File: config.mk
export PLATFORM = sky130hd
export DESIGN_NAME = priority_ordered_handle_list
export DESIGN_NICKNAME = d
export VERILOG_FILES = /design/src/sv/pohl_pkg.sv /design/src/sv/pohl_cell.sv /design/src/sv/priority_ordered_handle_list.sv
export VERILOG_INCLUDE_DIRS = /design/src /design/src/sv
export SDC_FILE = /design/constraint.sdc
export NUM_CORES = 2
export LEC_CHECK = 0
export BUFFER_PORTS_ARGS = -buffer_cell sky130_fd_sc_hd__buf_4
export CORE_MARGIN = 2
export CORE_UTILIZATION = 38
export CTS_CLUSTER_DIAMETER = 80
export CTS_CLUSTER_SIZE = 8
export DETAILED_ROUTE_END_ITERATION = 16
export GPL_TIMING_DRIVEN = 0
export SETUP_SLACK_MARGIN = 0.3
export SLEW_MARGIN = 40
export SYNTH_ARGS = -nofsm -noshare
export SYNTH_HDL_FRONTEND = slang
export SYNTH_HIERARCHICAL = 1
export SYNTH_SLANG_ARGS = --single-unit
File: constraint.sdc
create_clock -name clk -period 21.8 [get_ports clk]
set_input_delay 2.18 -clock clk [delete_from_list [all_inputs] [get_ports clk]]
set_output_delay 2.18 -clock clk [all_outputs]
set_load 0.05 [all_outputs]
File: src/sv/priority_ordered_handle_list_defines.svh
// ----------------------------------------------------------------------------
// priority_ordered_handle_list assertion macros
// Shared property shorthands for the handle list block, clocked on clk and
// disabled while arst_n is low.
// ----------------------------------------------------------------------------
`ifndef PRIORITY_ORDERED_HANDLE_LIST_DEFINES_SVH
`define PRIORITY_ORDERED_HANDLE_LIST_DEFINES_SVH

// same-cycle implication
`define POHL_ASSERT_IMP(lbl, ante, cons) \
	lbl: assert property (@(posedge clk) disable iff (!arst_n) (ante) |-> (cons)) \
		else $error("handle list assertion failed");

// next-cycle implication
`define POHL_ASSERT_NEXT(lbl, ante, cons) \
	lbl: assert property (@(posedge clk) disable iff (!arst_n) (ante) |=> (cons)) \
		else $error("handle list assertion failed");

`endif

File: src/sv/pohl_pkg.sv
// ----------------------------------------------------------------------------
// pohl_pkg
// Types, constants and helpers shared by the handle list cells and the
// sequencer that drives them.
// ----------------------------------------------------------------------------
`default_nettype none

package pohl_pkg;

	// table geometry
	localparam int MAX_SLOTS   = 16;
	localparam int MAX_RESULTS = 16;
	localparam int IDX_W       = $clog2(MAX_SLOTS);
	localparam int CNT_W       = $clog2(MAX_SLOTS + 1);
	localparam int RES_W       = $clog2(MAX_RESULTS);

	// field widths
	localparam int HANDLE_W = 32;
	localparam int PRIO_W   = 16;
	localparam int SIZE_W   = 5;

	localparam logic [SIZE_W-1:0] TABLE_SIZE_RESET = SIZE_W'(16);

	// operation codes
	typedef enum logic [1:0] {
		OP_DISPATCH = 2'd0,
		OP_INSERT   = 2'd1,
		OP_REMOVE   = 2'd2,
		OP_LOOKUP   = 2'd3
	} op_t;

	// what each cell compares against
	typedef enum logic [2:0] {
		CMP_EMPTY,
		CMP_BEFORE,
		CMP_PRIO,
		CMP_REMOVE,
		CMP_LOOKUP
	} cmp_t;

	// what each cell does with the result
	typedef enum logic [2:0] {
		ACT_NONE,
		ACT_LOAD,
		ACT_INSERT,
		ACT_PULL,
		ACT_CLEAR
	} act_t;

	typedef struct packed {
		logic [HANDLE_W-1:0] handle;
		logic [PRIO_W-1:0]   prio;
	} slot_t;

	// broadcast from the sequencer to every cell
	typedef struct packed {
		act_t                act;
		cmp_t                cmp;
		logic [HANDLE_W-1:0] key;
		logic [HANDLE_W-1:0] before_key;
		logic [PRIO_W-1:0]   key_prio;
		logic [PRIO_W-1:0]   new_prio;
		logic [PRIO_W-1:0]   fill_prio;
	} cell_ctl_t;

	// clamp the configured size into the legal slot range
	function automatic logic [CNT_W-1:0] used_slots(input logic [SIZE_W-1:0] ts);
		logic [CNT_W-1:0] n;
		if (ts < SIZE_W'(2)) begin
			n = CNT_W'(2);
		end else if (32'(ts) > MAX_SLOTS) begin
			n = CNT_W'(MAX_SLOTS);
		end else begin
			n = CNT_W'(ts);
		end
		return n;
	endfunction

endpackage

`default_nettype wire

File: src/sv/pohl_cell.sv
// ----------------------------------------------------------------------------
// pohl_cell
// One slot of the handle list. Compares its entry against the broadcast key,
// passes the first-match flag up the chain and loads from itself, the new
// entry, or a neighbor.
// ----------------------------------------------------------------------------
`default_nettype none

module pohl_cell (
	input  wire logic                   clk,
	input  wire logic                   arst_n,
	input  wire pohl_pkg::cell_ctl_t    ctl,
	input  wire logic                   active,
	input  wire logic                   upper_active,
	input  wire logic                   seen_in,
	input  wire pohl_pkg::slot_t        lower,
	input  wire pohl_pkg::slot_t        upper,
	output logic                        seen_out,
	output pohl_pkg::slot_t             slot
);

	pohl_pkg::slot_t slot_q;
	pohl_pkg::slot_t slot_n;
	logic            cond;
	logic            hit;
	logic            first;
	logic            after;

	// compare against the broadcast key
	always_comb begin
		case (ctl.cmp)
			pohl_pkg::CMP_EMPTY:  cond = (slot_q.handle == '0);
			pohl_pkg::CMP_BEFORE: cond = (slot_q.handle == ctl.before_key);
			pohl_pkg::CMP_PRIO:   cond = ($signed(ctl.key_prio) < $signed(slot_q.prio))
				|| (slot_q.handle == '0);
			pohl_pkg::CMP_REMOVE: cond = (slot_q.handle == ctl.key);
			pohl_pkg::CMP_LOOKUP: cond = (slot_q.handle == ctl.key)
				&& (slot_q.prio == {8'h00, ctl.key_prio[7:0]});
			default:              cond = 1'b0;
		endcase
	end

	// first-match chain
	assign hit      = active && cond;
	assign first    = hit && !seen_in;
	assign after    = seen_in && active;
	assign seen_out = seen_in || hit;

	// next slot contents
	always_comb begin
		slot_n = slot_q;
		case (ctl.act)
			pohl_pkg::ACT_LOAD: begin
				if (first) begin
					slot_n.handle = ctl.key;
					slot_n.prio   = ctl.new_prio;
				end
			end
			pohl_pkg::ACT_INSERT: begin
				if (first) begin
					slot_n.handle = ctl.key;
					slot_n.prio   = ctl.new_prio;
				end else if (after) begin
					slot_n = lower;
				end
			end
			pohl_pkg::ACT_PULL: begin
				if (first || after) begin
					if (upper_active) begin
						slot_n = upper;
					end else begin
						slot_n.handle = '0;
						slot_n.prio   = ctl.fill_prio;
					end
				end
			end
			pohl_pkg::ACT_CLEAR: slot_n = '0;
			default:             slot_n = slot_q;
		endcase
	end

	// slot register
	always_ff @(posedge clk or negedge arst_n) begin
		if (!arst_n) begin
			slot_q <= '0;
		end else begin
			slot_q <= slot_n;
		end
	end

	assign slot = slot_q;

endmodule

`default_nettype wire

File: src/sv/priority_ordered_handle_list.sv
// ----------------------------------------------------------------------------
// priority_ordered_handle_list
// Sorted table of handle/priority pairs with insert, remove, lookup and
// dispatch, built as a chain of slot cells under one sequencer.
// ----------------------------------------------------------------------------
// One item is worked at a time; in_stall is high from acceptance until the
// last result beat is loaded. Insert and lookup accept the item, then make
// one pass through the cell chain. Remove makes one pass of the chain per
// entry deleted, each pass pulling out the first matching entry, and then
// a last pass that finds none. Dispatch walks the slots with a pointer, one
// slot per cycle while the output is not stalled; every occupied slot is one
// result beat. A stalled output holds the sequencer whenever it has a result
// beat to load. Writing table_size clears every slot in the same cycle.
// ----------------------------------------------------------------------------
`default_nettype none

module priority_ordered_handle_list (
	input  wire logic                                 clk,
	input  wire logic                                 arst_n,
	// configuration
	input  wire logic                                 cfg_wr_en,
	input  wire logic [pohl_pkg::SIZE_W-1:0]          cfg_wr_data,
	// input channel
	input  wire logic                                 in_valid,
	output logic                                      in_stall,
	input  wire logic [1:0]                           operation,
	input  wire logic [pohl_pkg::HANDLE_W-1:0]        handle,
	input  wire logic [pohl_pkg::HANDLE_W-1:0]        before_handle,
	input  wire logic signed [pohl_pkg::PRIO_W-1:0]   priority_req,
	// output channel
	output logic                                      out_valid,
	input  wire logic                                 out_stall,
	output logic                                      status,
	output logic                                      found,
	output logic [pohl_pkg::HANDLE_W-1:0]             out_handle,
	output logic [pohl_pkg::HANDLE_W-1:0]             out_argument,
	output logic                                      last
);

`include "priority_ordered_handle_list_defines.svh"

	localparam int NS = pohl_pkg::MAX_SLOTS;

	typedef enum logic [1:0] {
		S_IDLE,
		S_EXEC,
		S_DISP
	} state_t;

	state_t                                state_q;
	pohl_pkg::op_t                         op_q;
	logic [pohl_pkg::HANDLE_W-1:0]         handle_q;
	logic [pohl_pkg::HANDLE_W-1:0]         before_q;
	logic [pohl_pkg::PRIO_W-1:0]           prio_q;
	logic [pohl_pkg::PRIO_W-1:0]           fill_q;
	logic [pohl_pkg::SIZE_W-1:0]           table_size_q;
	logic [pohl_pkg::CNT_W-1:0]            limit_q;
	logic [pohl_pkg::IDX_W-1:0]            ptr_q;
	logic [pohl_pkg::RES_W-1:0]            cnt_q;
	logic                                  out_valid_q;
	logic                                  status_q;
	logic                                  found_q;
	logic [pohl_pkg::HANDLE_W-1:0]         out_handle_q;
	logic [pohl_pkg::HANDLE_W-1:0]         out_argument_q;
	logic                                  last_q;

	pohl_pkg::cell_ctl_t                   ctl;
	pohl_pkg::slot_t                       slots   [NS];
	pohl_pkg::slot_t                       lower_s [NS];
	pohl_pkg::slot_t                       upper_s [NS];
	logic [NS:0]                           seen;
	logic [NS-1:0]                         active;
	logic [NS-1:0]                         upper_act;
	logic [NS-1:0]                         occ;
	logic [pohl_pkg::CNT_W-1:0]            used_n;
	logic [pohl_pkg::IDX_W-1:0]            top_idx;
	logic                                  full;
	logic                                  out_free;
	logic                                  chain_hit;
	logic                                  more;
	logic                                  cur_occ;
	logic                                  disp_last;
	logic                                  beat_load;

	// table geometry and occupancy
	assign used_n  = pohl_pkg::used_slots(table_size_q);
	assign top_idx = pohl_pkg::IDX_W'(used_n - pohl_pkg::CNT_W'(1));
	assign full    = (slots[top_idx].handle != '0);

	always_comb begin
		for (int i = 0; i < NS; i++) begin
			active[i] = (pohl_pkg::CNT_W'(i) < limit_q);
			occ[i]    = active[i] && (slots[i].handle != '0);
		end
		for (int i = 0; i < NS; i++) begin
			upper_act[i] = (i < NS - 1) ? active[(i + 1) % NS] : 1'b0;
			upper_s[i]   = (i < NS - 1) ? slots[(i + 1) % NS] : '0;
			lower_s[i]   = (i > 0) ? slots[(i + NS - 1) % NS] : '0;
		end
	end

	// dispatch scan: is anything occupied above the pointer
	always_comb begin
		more = 1'b0;
		for (int i = 0; i < NS; i++) begin
			if (occ[i] && (pohl_pkg::IDX_W'(i) > ptr_q)) begin
				more = 1'b1;
			end
		end
	end

	assign cur_occ   = occ[ptr_q];
	assign disp_last = !more || (cnt_q == pohl_pkg::RES_W'(pohl_pkg::MAX_RESULTS - 1));
	assign out_free  = !out_valid_q || !out_stall;
	assign chain_hit = seen[NS];

	// a result beat is loaded this cycle
	assign beat_load = out_free
		&& (((state_q == S_EXEC) && (op_q != pohl_pkg::OP_DISPATCH)
			&& !((op_q == pohl_pkg::OP_REMOVE) && chain_hit))
		|| ((state_q == S_DISP) && (cur_occ || !more)));

	// cell chain broadcast
	always_comb begin
		ctl.act        = pohl_pkg::ACT_NONE;
		ctl.cmp        = pohl_pkg::CMP_LOOKUP;
		ctl.key        = handle_q;
		ctl.before_key = before_q;
		ctl.key_prio   = prio_q;
		ctl.new_prio   = '0;
		ctl.fill_prio  = fill_q;
		if (cfg_wr_en) begin
			ctl.act = pohl_pkg::ACT_CLEAR;
		end else if (state_q == S_EXEC) begin
			case (op_q)
				pohl_pkg::OP_INSERT: begin
					if (before_q == '0 && prio_q == '0) begin
						ctl.cmp = pohl_pkg::CMP_EMPTY;
						ctl.act = pohl_pkg::ACT_LOAD;
					end else if (before_q != '0) begin
						ctl.cmp = pohl_pkg::CMP_BEFORE;
						ctl.act = pohl_pkg::ACT_INSERT;
					end else begin
						ctl.cmp      = pohl_pkg::CMP_PRIO;
						ctl.act      = pohl_pkg::ACT_INSERT;
						ctl.new_prio = prio_q;
					end
					if (!out_free || full) begin
						ctl.act = pohl_pkg::ACT_NONE;
					end
				end
				pohl_pkg::OP_REMOVE: begin
					ctl.cmp = pohl_pkg::CMP_REMOVE;
					ctl.act = pohl_pkg::ACT_PULL;
				end
				pohl_pkg::OP_LOOKUP: ctl.cmp = pohl_pkg::CMP_LOOKUP;
				default:             ctl.act = pohl_pkg::ACT_NONE;
			endcase
		end
	end

	// row of slot cells
	assign seen[0] = 1'b0;

	for (genvar g = 0; g < NS; g++) begin : g_cell
		pohl_cell u_cell (
			.clk          (clk),
			.arst_n       (arst_n),
			.ctl          (ctl),
			.active       (active[g]),
			.upper_active (upper_act[g]),
			.seen_in      (seen[g]),
			.lower        (lower_s[g]),
			.upper        (upper_s[g]),
			.seen_out     (seen[g+1]),
			.slot         (slots[g])
		);
	end

	// sequencer and result register
	always_ff @(posedge clk or negedge arst_n) begin
		if (!arst_n) begin
			state_q        <= S_IDLE;
			op_q           <= pohl_pkg::OP_DISPATCH;
			handle_q       <= '0;
			before_q       <= '0;
			prio_q         <= '0;
			fill_q         <= '0;
			table_size_q   <= pohl_pkg::TABLE_SIZE_RESET;
			limit_q        <= '0;
			ptr_q          <= '0;
			cnt_q          <= '0;
			out_valid_q    <= 1'b0;
			status_q       <= 1'b0;
			found_q        <= 1'b0;
			out_handle_q   <= '0;
			out_argument_q <= '0;
			last_q         <= 1'b0;
		end else begin
			if (out_valid_q && !out_stall && !beat_load) begin
				out_valid_q <= 1'b0;
			end
			if (cfg_wr_en) begin
				table_size_q <= cfg_wr_data;
			end
			case (state_q)
				S_IDLE: begin
					if (in_valid) begin
						op_q     <= pohl_pkg::op_t'(operation);
						handle_q <= handle;
						before_q <= before_handle;
						prio_q   <= priority_req;
						limit_q  <= used_n;
						fill_q   <= slots[top_idx].prio;
						ptr_q    <= '0;
						cnt_q    <= '0;
						state_q  <= (pohl_pkg::op_t'(operation) == pohl_pkg::OP_DISPATCH)
							? S_DISP : S_EXEC;
					end
				end
				S_EXEC: begin
					case (op_q)
						pohl_pkg::OP_REMOVE: begin
							// one entry pulled per pass until none is left
							if (chain_hit) begin
								limit_q <= limit_q - pohl_pkg::CNT_W'(1);
							end else if (out_free) begin
								out_valid_q    <= 1'b1;
								status_q       <= 1'b0;
								found_q        <= 1'b0;
								out_handle_q   <= '0;
								out_argument_q <= '0;
								last_q         <= 1'b1;
								state_q        <= S_IDLE;
							end
						end
						pohl_pkg::OP_INSERT: begin
							if (out_free) begin
								out_valid_q    <= 1'b1;
								status_q       <= full;
								found_q        <= 1'b0;
								out_handle_q   <= '0;
								out_argument_q <= '0;
								last_q         <= 1'b1;
								state_q        <= S_IDLE;
							end
						end
						pohl_pkg::OP_LOOKUP: begin
							if (out_free) begin
								out_valid_q    <= 1'b1;
								status_q       <= 1'b0;
								found_q        <= chain_hit;
								out_handle_q   <= '0;
								out_argument_q <= '0;
								last_q         <= 1'b1;
								state_q        <= S_IDLE;
							end
						end
						default: state_q <= S_IDLE;
					endcase
				end
				S_DISP: begin
					if (cur_occ) begin
						if (out_free) begin
							out_valid_q    <= 1'b1;
							status_q       <= 1'b0;
							found_q        <= 1'b0;
							out_handle_q   <= slots[ptr_q].handle;
							out_argument_q <= handle_q;
							last_q         <= disp_last;
							if (disp_last) begin
								state_q <= S_IDLE;
							end else begin
								ptr_q <= ptr_q + pohl_pkg::IDX_W'(1);
								cnt_q <= cnt_q + pohl_pkg::RES_W'(1);
							end
						end
					end else if (!more) begin
						// empty table gives a single null beat
						if (out_free) begin
							out_valid_q    <= 1'b1;
							status_q       <= 1'b0;
							found_q        <= 1'b0;
							out_handle_q   <= '0;
							out_argument_q <= '0;
							last_q         <= 1'b1;
							state_q        <= S_IDLE;
						end
					end else begin
						ptr_q <= ptr_q + pohl_pkg::IDX_W'(1);
					end
				end
				default: state_q <= S_IDLE;
			endcase
		end
	end

	// ports
	assign in_stall     = (state_q != S_IDLE);
	assign out_valid    = out_valid_q;
	assign status       = status_q;
	assign found        = found_q;
	assign out_handle   = out_handle_q;
	assign out_argument = out_argument_q;
	assign last         = last_q;

	// checks
	`POHL_ASSERT_IMP(a_limit_bound, state_q != S_IDLE, limit_q <= used_n)
	`POHL_ASSERT_NEXT(a_remove_shrinks, state_q == S_EXEC && op_q == pohl_pkg::OP_REMOVE && chain_hit && !cfg_wr_en, limit_q == $past(limit_q) - pohl_pkg::CNT_W'(1))
	`POHL_ASSERT_IMP(a_mid_beat_handle, out_valid && !last, out_handle != '0)
	`POHL_ASSERT_IMP(a_full_only_insert, out_valid && status, !found && out_handle == '0)

endmodule

`default_nettype wire
==> results by stage <==
Synthesis:
- Averaged over all synthesized cells, the footprint is roughly 9.5 um^2.
- The synthesized design contains 0 enable-type register cells.
- The flip-flop cell with the highest count after synthesis is sky130_fd_sc_hd__dfrtp_1.
- The share of flip-flops with an asynchronous set or reset is 100.0%.
- The Yosys step of the flow raised 6 warnings.
- The number of synthesized register bits is between 900 and 1000.
- The number of different library cells used by synthesis comes to 84.
- In the synthesized netlist, the number of instances is a little under 9000.
- The mapped netlist covers approximately 84000 um^2.
- Sequential cells were found to cover about 29% of the synthesized design area.

Routing:
- For this run, design rule violations remaining after detail routing come to 0.
- The wire length per cell after detailed routing is approximately 44 um.
- The detailed-route via count is 92800.
- Using the TritonRoute via totals, the vias-per-cell ratio works out to 7.549.
- The first detailed-routing pass ran for 13 iterations.
- The final antenna-violating net count is 0.
- The first routing iteration left between 15000 and 20000 violations.
- The post-detailed-routing wire length is between 500000 and 600000 um.

Timing:
- The transition time of the tightest slew-check pin is 1.118 ns.
- Setup violations remaining at the end of the flow were counted as 0.
- Counting I/O delays and the setup requirement, the final critical path takes approximately 12 ns.
- The number of slew-limit violations in the final report came to 0.
- Setup repair after global routing left no endpoint under its margin.
- The number of failing hold endpoints at the final stage is 0.
- The final critical-path share of the clock period is a little over half.
- The least setup slack across all paths after layout is around 10 ns.
- In this run the tightest slew margin relative to its limit is between 20% and 30%.
- Based on the critical path, the design can be clocked at up to 86.48 MHz.
- The worst hold margin is 0.5009 ns.
- The largest clock skew in the final design is between 0.05 and 0.06 ns.

Floorplan:
- The floorplan die width is 472.8 um.
- approximately 160 I/O pins were placed.
- In this run the standard cell core region covers approximately 220000 um^2.
- The floorplan has 172 rows.
- The die is 472.8 um tall.
- The die covers 223500 um^2.
- For this configuration, the core starts out at a cell density of 38.12%.

Layout:
- The flip-flop and latch area is 24160 um^2.
- Compared with the post-synthesis result, the final layout area differs by 15.42%.
- Cells with a size suffix above 1 make up roughly 17% of the layout.
- The count of nets after finishing is 9685.
- The footprint of the multi-input gates is roughly 56000 um^2.
- The number of inserted filler cells in the final layout is about 21000.
- The most common library cell in the layout ignoring fill and taps is sky130_fd_sc_hd__dfrtp_1.
- In the layout the commonest cells are sky130_fd_sc_hd__dfrtp_1 (852), sky130_fd_sc_hd__xnor2_1 (761), sky130_fd_sc_hd__a31oi_1 (643), sky130_fd_sc_hd__nor3_1 (522), sky130_fd_sc_hd__o211ai_1 (505).

Placed design:
- At the placement stage, the worst setup path has a slack of around 10 ns.
- The half-perimeter wire length after placement is between 300000 and 400000 um.
- The routability congestion estimate from global placement is 1.056.
- The number of buffers added on ports is 160.

Worst setup path:
- The critical path is of the input pin to flip-flop type.
- For this run, the slowest stage of the critical path takes between 0.4 and 0.5 ns.
- The register-to-register setup slack is ~11 ns.
- The worst setup path is captured at a flip-flop.
- At the worst endpoint, the arrival time is approximately 12 ns.
- The category of the worst setup path launch point is an input pin.
- The cell seen most often among critical-path stages is sky130_fd_sc_hd__a21o_1.
- The critical path starts at cfg_wr_en.
- STA puts the critical path data required time at 22.48 ns.
- The depth of the worst register-to-register path is 36.
- The largest fanout on the critical path is 32.
- The startpoint of the worst-slack reg-to-reg timing path is prio_q[9]$_DFFE_PN0P_.
- On the critical path, the stage with the largest delay is an instance of sky130_fd_sc_hd__a21o_1.

Clocking:
- Buffers inserted during clock tree synthesis total between 100 and 150.
- In this run the number of H-tree levels came out at 4.
- After clock tree synthesis, the clock-pin slew on the worst setup and hold paths is about 0.050 ns.
- For the worst-skew pair, the clock arrives at the later sink with an insertion delay of 0.86 ns.
- No sink is reached through more buffers than the 3 on the longest clock path.
- TritonCTS built the clock tree.
- The post-CTS setup buffer count is 0.
- Post-CTS repair changed the size of 0 cells.
- The number of hold buffers added after CTS is 0.
- The TritonCTS sink count is about 950.
- The clock tree root driver cell is sky130_fd_sc_hd__clkbuf_16.

Power and ir drop:
- The maximum resistive drop on vdd is 0.1439 mV.
- Cell internal power was estimated by the tool at around 7400 uW.
- The overall power is around 17000 uW.
- Per report_power, the clock group accounts for 12.8% of the total.
- The areal power density over the cells is 178.8 nW/um^2.
- The switching portion of total power is 57.34%.
- The power share of the sequential group is between 30% and 40%.
- Summed over all cells, the static leakage comes to approximately 0.036 uW.
- The proportion of power drawn by combinational gates is between 50% and 60%.
- The switching power summed over all nets is between 9000 and 10000 uW.

Global routing:
- The largest net degree at the start of global routing is around 110.
- The number of antenna violations at the first check in global routing is 52.
- The wire length of the first global-routing pass is between 700000 and 800000 um.
- The via count of the first global-routing pass is just under 90000.
- For this run, the total global-route usage over all layers was measured as between 40% and 50%.
- The global route total overflow is 0.

Run status:
- The flow ran to the end, and the final reports show no timing, DRC or antenna violations.

Run:
- The reported max-cap violation count is 0.

Hold path:
- The hold path startpoint is out_argument[29]$_DFFE_PN0P_.
- The hold-critical path depth is 1.
- The type of the most critical hold path is flip-flop to flip-flop.
state kept, by name, summed over array words and instances (netlist names), 2 cells and up:
signal and cells:
before_q 32, cnt_q 4, fill_q 16, g_cell.u_cell/slot 768, handle_q 32, limit_q 5, op_q 2, out_argument 32
out_handle 32, prio_q 16, ptr_q 4, state_q 2, table_size_q 5
power by group through the flow:
stage / registers (uW) / clock network, uW / logic [uW]
6_report: 6280 / 2210 / 8740
5_1_grt: 6010 / 2290 / 8970
4_1_cts: 5840 / 2210 / 8190
3_5_place_dp: 5880 / 0 / 8150
3_3_place_gp: 6780 / 0 / 6730
2_1_floorplan: 4130 / 0 / 4890
routing by layer:
metal  track usage, %  vias to the layer above  wire length (um)
met3            20.78                     2727             78170
met4            37.98                       40             55690
li1                 -                    36010                 -
met1            55.46                    45900            191900
met2            65.13                     8123            215300
met5            3.310                        -              1060
area by class of cell:
class | count | area share [%]
flip-flops and latches | 954 | 25.07
clock buffers | 185 | 3.960
well taps | 2871 | 3.727
repair buffers | 297 | 4.002
inverters | 322 | 1.262
clock inverters | 26 | 0.3725
multi-input cells | 6875 | 57.87
diodes | 36 | 0.09346
plain buffers | 727 | 3.649
critical path, delay by kind of cell:
kind            cells  cell delay [ns]
compound gates     21             5.19
buf+inv            10             2.55
simple gates        8             2.10
synth_stat cells, drive strengths merged, types with 259 or more instances:
master / count / area share [%]
nor3: 525 / 3.1
inv: 321 / 1.4
a31oi: 643 / 4.8
nor2: 268 / 1.2
clkbuf: 476 / 2.1
a32oi: 323 / 3.4
o211ai: 512 / 4.6
nand4: 351 / 2.9
mux2i: 259 / 3.1
nor4: 394 / 3.1
xnor2: 761 / 8.0
ha: 272 / 4.1
mux2: 375 / 5.1
dfrtp: 953 / 29
xor2: 265 / 2.8
per-stage QoR:
| stage | setup TNS [ns] | instance area, um^2 | util [%] | std cells |
|---|---|---|---|---|
| finish | 0 | 96390 | 44.00 | 12290 |
| CTS | 0 | 96140 | 43.88 | 12250 |
| global route | 0 | 96330 | 43.97 | 12270 |
| global placement | -5509.02 | 88690 | 40.48 | 11910 |
| floorplan | 0 | 83890 | - | 8878 |
| detailed placement | 0 | 91960 | 41.98 | 12040 |
cell families after synthesis:
kind of cell | after synthesis | synth area share, %
xor gates and xnor gates | 1026 | 10.76
buffers and inverters | 1049 | 5.587
and+or+nand+nor | 2334 | 15.83
DFF | 954 | 28.59
adders and majority gates | 272 | 4.075
muxes | 860 | 14.25
other | 1 | 0.004490
AOI/OAI and AO/OA | 2282 | 20.90
final timing paths:
path / end
worst min-delay path: out_argument[29]$_DFFE_PN0P_
worst max-delay path: last$_DFFE_PN0P_
worst max register to register: last$_DFFE_PN0P_
min in group asynchronous: g_cell[1].u_cell/slot[11]$_DFFE_PN0P_
max in group asynchronous: handle_q[7]$_DFFE_PN0P_
worst min register to register: out_argument[29]$_DFFE_PN0P_
Power figures use the tool's default switching activity.
